[src/rtl/bpfm_pkg.sv]
// Package for the buffer pool frame manager: op codes, status codes, states.
// No dependencies.
`timescale 1ns / 1ps
package bpfm_pkg;
   localparam logic [1:0] OP_GET = 2'd0;
   localparam logic [1:0] OP_UNPIN = 2'd1;
   localparam logic [1:0] OP_FLUSH = 2'd2;
   localparam logic [1:0] OP_FLUSH_ALL = 2'd3;

   localparam logic [2:0] ST_OK = 3'd0;
   localparam logic [2:0] ST_NOT_RESIDENT = 3'd1;
   localparam logic [2:0] ST_UNPINNED = 3'd2;
   localparam logic [2:0] ST_ALL_PINNED = 3'd3;
   localparam logic [2:0] ST_PIN_OVERFLOW = 3'd4;

   typedef enum logic [8:0] {
      S_IDLE   = 9'b000000001,
      S_LOOKUP = 9'b000000010,
      S_DECIDE = 9'b000000100,
      S_QFIND  = 9'b000001000,
      S_QSHIFT = 9'b000010000,
      S_VICTIM = 9'b000100000,
      S_FINISH = 9'b001000000,
      S_FLUSH  = 9'b010000000,
      S_OUT    = 9'b100000000
   } state_type;

   // what to do once a queue removal completes
   typedef enum logic [2:0] {
      N_NONE   = 3'b001,
      N_PUSH   = 3'b010,
      N_LOAD   = 3'b100
   } next_type;
endpackage

[src/rtl/buffer_pool_frame_manager_unit.sv]
// Buffer pool frame manager, top level; one item at a time.
// A get, unpin or flush result passes lookup and decide, then where needed a queue or
// victim walk and finish, before it is offered on the result port.
// Flush all scans every frame, one result per dirty frame (a single result if none is dirty), stalls on rsp_ready.
// req_ready stays low until the last result transfers.
// Reset: synchronous, active high; clears valid and dirty marks, pins, queue length; sets free count to FRAMES.
`timescale 1ns / 1ps
module buffer_pool_frame_manager_unit #(
   parameter int FRAMES = 16,
   parameter int PIN_BITS = 8,
   parameter int PAGE_ID_BITS = 32
) (
   input  logic        clock,
   input  logic        reset,
   input  logic        req_valid,
   output logic        req_ready,
   input  logic [1:0]  req_op,
   input  logic [31:0] req_page_number,
   input  logic        req_mark_dirty,
   output logic        rsp_valid,
   input  logic        rsp_ready,
   output logic [3:0]  rsp_frame_index,
   output logic        rsp_hit,
   output logic        rsp_load_request,
   output logic        rsp_writeback,
   output logic [31:0] rsp_writeback_page,
   output logic [2:0]  rsp_status,
   output logic        rsp_last,
   input  logic        csr_valid,
   output logic        csr_ready,
   input  logic        csr_data
);
   localparam int IW = (FRAMES > 1) ? $clog2(FRAMES) : 1;
   localparam int CW = $clog2(FRAMES + 1);
   localparam logic [PIN_BITS-1:0] PIN_MAX = {PIN_BITS{1'b1}};

   bpfm_pkg::state_type state_ff, state_in;
   bpfm_pkg::next_type  next_ff, next_in;

   // frame table and queue memories
   logic [PAGE_ID_BITS-1:0] page_mem [FRAMES];
   logic [IW-1:0]           queue_mem [FRAMES];
   logic [FRAMES-1:0]       valid_ff, valid_in, dirty_ff, dirty_in;
   logic [PIN_BITS-1:0]     pins_ff [FRAMES];
   logic [PIN_BITS-1:0]     pins_in [FRAMES];
   logic [CW-1:0]           qlen_ff, qlen_in, free_ff, free_in;
   logic                    policy_ff, policy_in;

   // item registers
   logic [1:0]              op_ff, op_in;
   logic [PAGE_ID_BITS-1:0] pg_ff, pg_in;
   logic                    mark_ff, mark_in;
   logic [CW-1:0]           cnt_ff, cnt_in;       // walk counter
   logic [IW-1:0]           frm_ff, frm_in;       // frame concerned
   logic                    found_ff, found_in;
   logic                    any_ff, any_in;       // flush all emitted something
   // one shared index, from the walk counter, addresses the memory reads of every walk
   logic [IW-1:0]           idx;
   logic                    page_eq, q_eq;
   logic [PAGE_ID_BITS-1:0] rd_page;
   logic [IW-1:0]           rd_q, rd_q1;

   // result register
   logic        ov_ff, ov_in;
   logic [3:0]  o_frm_ff, o_frm_in;
   logic        o_hit_ff, o_hit_in, o_load_ff, o_load_in, o_wb_ff, o_wb_in;
   logic [31:0] o_wbp_ff, o_wbp_in;
   logic [2:0]  o_st_ff, o_st_in;
   logic        o_last_ff, o_last_in;

   // memory write controls
   logic                    pw_en, qw_en;
   logic [IW-1:0]           pw_a, qw_a;
   logic [PAGE_ID_BITS-1:0] pw_d;
   logic [IW-1:0]           qw_d;

   assign idx = cnt_ff[IW-1:0];
   assign rd_page = page_mem[idx];
   assign rd_q = queue_mem[idx];
   assign rd_q1 = (cnt_ff + CW'(1) < CW'(FRAMES)) ? queue_mem[IW'(cnt_ff + CW'(1))] : rd_q;
   assign page_eq = valid_ff[idx] && (rd_page == pg_ff);
   assign q_eq = (rd_q == frm_ff);

   assign req_ready = (state_ff == bpfm_pkg::S_IDLE) && !ov_ff;
   assign csr_ready = 1'b1;
   assign rsp_valid = ov_ff;
   assign rsp_frame_index = o_frm_ff;
   assign rsp_hit = o_hit_ff;
   assign rsp_load_request = o_load_ff;
   assign rsp_writeback = o_wb_ff;
   assign rsp_writeback_page = o_wbp_ff;
   assign rsp_status = o_st_ff;
   assign rsp_last = o_last_ff;

   always_comb begin
      state_in = state_ff; next_in = next_ff;
      valid_in = valid_ff; dirty_in = dirty_ff; pins_in = pins_ff;
      qlen_in = qlen_ff; free_in = free_ff;
      policy_in = (csr_valid) ? csr_data : policy_ff;
      op_in = op_ff; pg_in = pg_ff; mark_in = mark_ff;
      cnt_in = cnt_ff; frm_in = frm_ff; found_in = found_ff; any_in = any_ff;
      ov_in = ov_ff && !rsp_ready;
      o_frm_in = o_frm_ff; o_hit_in = o_hit_ff; o_load_in = o_load_ff;
      o_wb_in = o_wb_ff; o_wbp_in = o_wbp_ff; o_st_in = o_st_ff; o_last_in = o_last_ff;
      pw_en = 1'b0; pw_a = frm_ff; pw_d = pg_ff;
      qw_en = 1'b0; qw_a = idx; qw_d = rd_q1;
      unique case (state_ff)
         bpfm_pkg::S_IDLE: begin
            if (req_valid && req_ready) begin
               op_in = req_op; pg_in = req_page_number[PAGE_ID_BITS-1:0];
               mark_in = req_mark_dirty; cnt_in = '0; found_in = 1'b0; any_in = 1'b0;
               o_hit_in = 1'b0; o_load_in = 1'b0; o_wb_in = 1'b0; o_wbp_in = '0;
               o_st_in = bpfm_pkg::ST_OK; o_last_in = 1'b1; o_frm_in = '0;
               state_in = (req_op == bpfm_pkg::OP_FLUSH_ALL) ? bpfm_pkg::S_FLUSH
                                                             : bpfm_pkg::S_LOOKUP;
            end
         end
         bpfm_pkg::S_LOOKUP: begin
            if (page_eq) begin
               found_in = 1'b1; frm_in = idx; state_in = bpfm_pkg::S_DECIDE;
            end else if (cnt_ff == CW'(FRAMES - 1)) begin
               state_in = bpfm_pkg::S_DECIDE;
            end else begin
               cnt_in = cnt_ff + CW'(1);
            end
         end
         bpfm_pkg::S_DECIDE: begin
            cnt_in = '0; next_in = bpfm_pkg::N_NONE;
            o_frm_in = 4'(frm_ff);
            state_in = bpfm_pkg::S_OUT;
            priority case (op_ff)
               bpfm_pkg::OP_GET: begin
                  if (found_ff) begin
                     o_hit_in = 1'b1;
                     if (pins_ff[frm_ff] == PIN_MAX) begin
                        o_st_in = bpfm_pkg::ST_PIN_OVERFLOW;
                     end else begin
                        pins_in[frm_ff] = pins_ff[frm_ff] + PIN_BITS'(1);
                        if (policy_ff) state_in = bpfm_pkg::S_QFIND;
                     end
                  end else if (free_ff != '0) begin
                     free_in = free_ff - CW'(1);
                     frm_in = IW'(free_ff - CW'(1));
                     next_in = bpfm_pkg::N_LOAD;
                     state_in = bpfm_pkg::S_QFIND;
                  end else begin
                     state_in = bpfm_pkg::S_VICTIM;
                  end
               end
               bpfm_pkg::OP_UNPIN: begin
                  if (!found_ff) begin
                     o_st_in = bpfm_pkg::ST_NOT_RESIDENT; o_frm_in = '0;
                  end else if (pins_ff[frm_ff] == '0) begin
                     o_st_in = bpfm_pkg::ST_UNPINNED;
                  end else begin
                     pins_in[frm_ff] = pins_ff[frm_ff] - PIN_BITS'(1);
                     if (mark_ff) dirty_in[frm_ff] = 1'b1;
                     if (pins_ff[frm_ff] == PIN_BITS'(1)) begin
                        next_in = bpfm_pkg::N_PUSH;
                        state_in = bpfm_pkg::S_QFIND;
                     end
                  end
               end
               default: begin
                  if (!found_ff) begin
                     o_st_in = bpfm_pkg::ST_NOT_RESIDENT; o_frm_in = '0;
                  end else if (dirty_ff[frm_ff]) begin
                     o_wb_in = 1'b1; o_wbp_in = 32'(page_mem[frm_ff]);
                     dirty_in[frm_ff] = 1'b0;
                  end
               end
            endcase
            if (state_in == bpfm_pkg::S_OUT) ov_in = 1'b1;
         end
         bpfm_pkg::S_VICTIM: begin
            if (cnt_ff >= qlen_ff) begin
               o_st_in = bpfm_pkg::ST_ALL_PINNED; o_frm_in = '0;
               ov_in = 1'b1; state_in = bpfm_pkg::S_OUT;
            end else if (pins_ff[rd_q] == '0) begin
               frm_in = rd_q; next_in = bpfm_pkg::N_LOAD;
               state_in = bpfm_pkg::S_QSHIFT;
            end else begin
               cnt_in = cnt_ff + CW'(1);
            end
         end
         bpfm_pkg::S_QFIND: begin
            if (cnt_ff >= qlen_ff) begin
               // not queued
               if (next_ff == bpfm_pkg::N_PUSH) begin
                  qw_en = (qlen_ff < CW'(FRAMES)); qw_a = IW'(qlen_ff); qw_d = frm_ff;
                  if (qlen_ff < CW'(FRAMES)) qlen_in = qlen_ff + CW'(1);
               end
               state_in = bpfm_pkg::S_FINISH;
            end else if (q_eq) begin
               if (next_ff == bpfm_pkg::N_PUSH && !policy_ff) state_in = bpfm_pkg::S_FINISH;
               else state_in = bpfm_pkg::S_QSHIFT;
            end else begin
               cnt_in = cnt_ff + CW'(1);
            end
         end
         bpfm_pkg::S_QSHIFT: begin
            if (cnt_ff + CW'(1) >= qlen_ff) begin
               qlen_in = qlen_ff - CW'(1);
               if (next_ff == bpfm_pkg::N_PUSH) begin
                  qw_en = 1'b1; qw_a = IW'(qlen_ff - CW'(1)); qw_d = frm_ff;
                  qlen_in = qlen_ff;
               end
               state_in = bpfm_pkg::S_FINISH;
            end else begin
               qw_en = 1'b1; qw_a = idx; qw_d = rd_q1;
               cnt_in = cnt_ff + CW'(1);
            end
         end
         bpfm_pkg::S_FINISH: begin
            o_frm_in = 4'(frm_ff);
            if (next_ff == bpfm_pkg::N_LOAD) begin
               if (valid_ff[frm_ff] && dirty_ff[frm_ff]) begin
                  o_wb_in = 1'b1; o_wbp_in = 32'(page_mem[frm_ff]);
               end
               pw_en = 1'b1;
               valid_in[frm_ff] = 1'b1; dirty_in[frm_ff] = 1'b0;
               pins_in[frm_ff] = PIN_BITS'(1);
               o_load_in = 1'b1;
               // a victim may still sit in the queue only if taken free; free
               // frames are never queued, so nothing more to remove
            end
            ov_in = 1'b1; state_in = bpfm_pkg::S_OUT;
         end
         bpfm_pkg::S_FLUSH: begin
            if (!ov_ff || rsp_ready) begin
               if (cnt_ff == CW'(FRAMES)) begin
                  if (!any_ff) begin
                     o_frm_in = '0; o_wb_in = 1'b0; o_wbp_in = '0;
                     o_last_in = 1'b1; ov_in = 1'b1;
                  end
                  state_in = bpfm_pkg::S_OUT;
               end else if (valid_ff[idx] && dirty_ff[idx]) begin
                  dirty_in[idx] = 1'b0;
                  o_frm_in = 4'(idx); o_wb_in = 1'b1; o_wbp_in = 32'(rd_page);
                  o_last_in = ((valid_ff & dirty_ff) >> cnt_ff) == FRAMES'(1);
                  ov_in = 1'b1; any_in = 1'b1;
                  cnt_in = cnt_ff + CW'(1);
               end else begin
                  cnt_in = cnt_ff + CW'(1);
               end
            end
         end
         bpfm_pkg::S_OUT: begin
            if (!ov_ff || rsp_ready) state_in = bpfm_pkg::S_IDLE;
         end
         default: state_in = bpfm_pkg::S_IDLE;
      endcase
   end

   always_ff @(posedge clock) begin
      if (pw_en) page_mem[pw_a] <= pw_d;
      if (qw_en) queue_mem[qw_a] <= qw_d;
      op_ff <= op_in; pg_ff <= pg_in; mark_ff <= mark_in; cnt_ff <= cnt_in;
      frm_ff <= frm_in; found_ff <= found_in; any_ff <= any_in;
      o_frm_ff <= o_frm_in; o_hit_ff <= o_hit_in; o_load_ff <= o_load_in;
      o_wb_ff <= o_wb_in; o_wbp_ff <= o_wbp_in; o_st_ff <= o_st_in; o_last_ff <= o_last_in;
      if (reset) begin
         state_ff <= bpfm_pkg::S_IDLE; next_ff <= bpfm_pkg::N_NONE;
         valid_ff <= '0; dirty_ff <= '0; qlen_ff <= '0; free_ff <= CW'(FRAMES);
         policy_ff <= 1'b1; ov_ff <= 1'b0;
         for (int i = 0; i < FRAMES; i++) pins_ff[i] <= '0;
      end else begin
         state_ff <= state_in; next_ff <= next_in;
         valid_ff <= valid_in; dirty_ff <= dirty_in; qlen_ff <= qlen_in; free_ff <= free_in;
         policy_ff <= policy_in; ov_ff <= ov_in; pins_ff <= pins_in;
      end
   end
endmodule
[config.mk]
export PLATFORM = sky130hd
export DESIGN_NAME = buffer_pool_frame_manager_unit
export DESIGN_NICKNAME = d
export VERILOG_FILES = /design/src/rtl/bpfm_pkg.sv /design/src/rtl/buffer_pool_frame_manager_unit.sv
export SDC_FILE = /design/constraint.sdc
export NUM_CORES = 2
export LEC_CHECK = 0
export BUFFER_PORTS_ARGS = -buffer_cell sky130_fd_sc_hd__buf_2
export CAP_MARGIN = 25
export CELL_PAD_IN_SITES_DETAIL_PLACEMENT = 1
export CELL_PAD_IN_SITES_GLOBAL_PLACEMENT = 2
export CORE_UTILIZATION = 30
export CTS_BUF_LIST = sky130_fd_sc_hd__clkbuf_4
export DETAILED_ROUTE_END_ITERATION = 10
export GPL_ROUTABILITY_DRIVEN = 0
export PLACE_DENSITY_LB_ADDON = 0.1
export SLEW_MARGIN = 5
export SYNTH_ARGS = -nofsm -noshare
export SYNTH_HDL_FRONTEND = slang
export SYNTH_SLANG_ARGS = --single-unit
[constraint.sdc]
create_clock -name clock -period 9.5 [get_ports clock]
set_clock_uncertainty 0.1 [all_clocks]
set_input_delay 0.475 -clock clock [delete_from_list [all_inputs] [get_ports clock]]
set_output_delay 0.475 -clock clock [all_outputs]
set_load 0.01 [all_outputs]
==> flow_summary.yaml <==
synthesis:
  synth_cells: 2889
  netlist_top_cells_count: "edfxtp_1, mux4_2, o21ai_0"
  synthAdderAreaFrac_pct: 0.6632
  postSynth.asyncResetShare_pct: 0
  yosys.area_share.xor_xnor_pct: 1.182
  synth_compound_gate_area_share_pct: 7.868
  ys_ff_latch: 857
  synth_area_um2: 41500
  synth_nets: 2952
  yosys.area.top_type: "edfxtp_1"
  avgSynthCellArea_um2: 14.37
  synth_area_leaders: "edfxtp_1, mux4_2, dfxtp_1"
  ys_types: 82
  ys_seq_area_share_pct: 57.37
  synth_top_family_by_area: "multiplexers"
  synth_edf_count: 665
  ys_warn_count: 0
  dominantRegCellSynth: "edfxtp_1"
  synth_top_area_share_pct: 48.11
  yosys.area_share.simple_pct: 8.164
  muxShareOfSynthArea_pct: 22.07
  yosysMostFrequentCell: "edfxtp_1"
power_and_ir_drop:
  p_clk_share_pct: 30.3
  seq_power_share_pct: 41.2
  p_total_mw: 11.67
  p_comb_share_pct: 28.5
  p_leak_nw: 15.63
  internal_power_mw: 7.612
  ir_drop_mv: 0.1545
  cellPowerDensity_nw_per_um2: 243.6
  p_switching_mw: 4.062
  p_sw_share_pct: 34.79
finish:
  final_util_pct: 34.89
  area_growth_pct: 15.44
  nets: 3221
  fillers: 14280
  ff_latch_area_um2: 23840
  final_cells: 5145
  drive_above_1_share_pct: 27.83
  multiInputGateArea_um2: 16730
sta:
  fin_crit_sh_pct: 58.61
  finalSetupViolCount: 0
  finalWorstSetupSlack_ns: 3.932
  tns_ns: 0
  slew-limit-headroom_pct: 25.03
  rsz0062_at_grt: "false"
  tightest_slew_ns: 1.114
  slew_viol_final: 0
  min_period_ns: 5.568
  fmax_mhz: 179.6
  finalHoldViolCount: 0
critical_path:
  worst_ep_arrival_time_ns: 6.57
  path_buf_inv: 1
  path_delay_family: "simple AND/OR/NAND/NOR gates"
  worst-path-max-fanout: 91
  critPathRequiredTime_ns: 10.50
  critical-path-max-stage-delay_ns: 0.88
  cp-end-kind: "flop"
  cp_slowest_cell: "dfxtp_4"
  crit_chain: "buf_12 > mux4_2 > mux2i_1 > o22ai_1 > o21ai_0 > nand3_1 > or4_1 > or4_4 > a21oi_1 > o31a_2 > mux2_2"
  worstSetupPathType: "reg -> reg"
  critPathLaunchType: "flop"
route:
  dr_total_vias: 28510
  drt-total-wl_mm: 153.6
  ant_nets: 0
  drtIter0Drc: 2238
  avgViaCountPerCell: 5.541
  drc: 0
  dr.pass1.iters: 5
  routedWlPerCell_um: 29.85
global_route:
  grt_antenna_before_repair: 14
  overflow: 0
  first_global_vias: 30490
  grt_pass1_wl_mm: 220.6
  grt_max_degree: 93
  grt_use_total_pct: 21.93
cts:
  cts_buffers: 233
  h-tree-depth: 4
  clockRootBuffer: "clkbuf_4"
  cts_tree: "done"
  cts_sinks: 857
  worstSkewPairLatency_ns: 1.24
  ctsResizeCount: 0
  clock_path_buffers: 3
  clk_pin_slew_ns: 0.07
floorplan:
  fp.dieH_um: 374.0
  core-area_um2: 137300
  ios: 87
  die_area_um2: 139800
  num_rows: 136
  dieWidth_um: 374.0
  start_util_pct: 30.22
min_path:
  hold_class: "in -> reg"
run:
  drv_cap: 0
place:
  place_hpwl_mm: 94.80
  post-place-ws_ns: 3.860
  dp_cells: 4637
  io_buffers: 85
outcome:
  status: "complete, no violations"
[metrics by stage]
stage / hold slack, ns / area (um^2)
after global placement: 0.3796 / 43930
after detailed placement: 0.3862 / 43960
final: 0.2096 / 47910
after floorplan: 0.3612 / 41500
after global routing: 0.1197 / 47910
after CTS: 0.03964 / 47890
[worst paths after layout]
path                              end  slack [ns]                      from  cells past startpoint
max                              flop        3.93                      flop                     11
min          state_ff[1]$_SDFFE_PP0P_        0.21                 req_op[0]                      5
max reg2reg                      flop        3.93                      flop                     11
min reg2reg  pins_ff[75]$_SDFFE_PP0P_        0.39  pins_ff[75]$_SDFFE_PP0P_                      2
[power groups by stage]
stage / logic, mW / clock network [mW] / registers (mW)
2_1_floorplan: 2.19 / 0 / 4.73
3_3_place_gp: 3.29 / 0 / 4.88
3_5_place_dp: 3.33 / 0 / 4.89
4_1_cts: 3.36 / 3.68 / 4.82
5_1_grt: 3.55 / 3.84 / 4.85
6_report: 3.33 / 3.53 / 4.81
[repair_timing]
| action | in CTS | in global routing |
|---|---|---|
| hold buffers | 79 | 0 |
| endpoints found under the hold margin | 110 | 0 |
| buffers inserted | 0 | 0 |
| setup endpoints to repair | 0 | 0 |
[final cells by class]
class / count / area share (%)
Sequential cell: 857 / 49.76
Multi-Input combinational cell: 1788 / 34.91
Clock buffer: 335 / 5.249
Tap cell: 1794 / 4.685
Timing Repair Buffer: 236 / 3.726
Clock inverter: 87 / 1.306
Inverter: 42 / 0.3316
Antenna cell: 6 / 0.03134
[worst register-to-register path: cells and delay by family, from the launching register on]
kind / cells / cell delay, ns
AND/OR/NAND/NOR: 3 / 1.48
buffers and inverters: 1 / 0.57
flip-flops: 1 / 0.88
multiplexers: 3 / 1.32
AO/OA/AOI/OAI: 4 / 1.12
[registers in the layout, summed over array words and instances, names as in the netlist, 2 cells and up, named ones only]
| register | flops |
|---|---|
| qlen_ff | 5 |
| frm_ff | 4 |
| rsp_frame_index | 4 |
| page_mem | 512 |
| cnt_ff | 5 |
| rsp_status | 3 |
| state_ff | 9 |
| next_ff | 3 |
| valid_ff | 16 |
| queue_mem | 64 |
| pg_ff | 32 |
| free_ff | 5 |
| pins_ff | 128 |
| rsp_writeback_page | 32 |
| op_ff | 2 |
[kinds of logic after synthesis]
logic type               after synthesis
adder cells (fa/ha/maj)               22
XOR/XNOR                              56
flip-flops                           857
AO/OA/AOI/OAI                        527
AND/OR/NAND/NOR                      704
multiplexers                         478
buffers and inverters                244
other                                  1
[metal layers]
| metal | vias to the layer above | wire [um] | global-route usage [%] |
|---|---|---|---|
| met5 | - | 100 | 0.3087 |
| met4 | 10 | 5702 | 9.395 |
| met3 | 299 | 8518 | 4.482 |
| met2 | 925 | 70550 | 34.25 |
| met1 | 14980 | 68690 | 29.48 |
| li1 | 12290 | - | - |
[cells in the final DEF (no fill, tap or decap), types with 16 or more instances in the layout]
master,Yosys,final
edfxtp_1,665,665
clkbuf_4,0,336
mux4_2,334,334
o21ai_0,250,248
dfxtp_1,192,184
nand2_1,169,169
nor2_1,186,168
nand3_1,156,156
mux2i_1,111,111
buf_2,37,85
dlygate4sd3_1,0,79
buf_4,15,68
a21oi_1,61,61
clkinv_1,5,60
nor4_1,38,38
inv_1,34,33
nand3b_1,33,33
xnor2_1,31,31
a22oi_1,30,30
o211ai_1,27,27
xor2_1,25,25
mux2_2,22,22
ha_1,22,22
nor3_1,19,19
nor2b_1,19,19
a221oi_1,18,18
o22ai_1,18,18
a31oi_1,18,18
a22o_1,17,17
nor2_4,0,17
and3_1,16,16
Power figures use the tool's default switching activity.
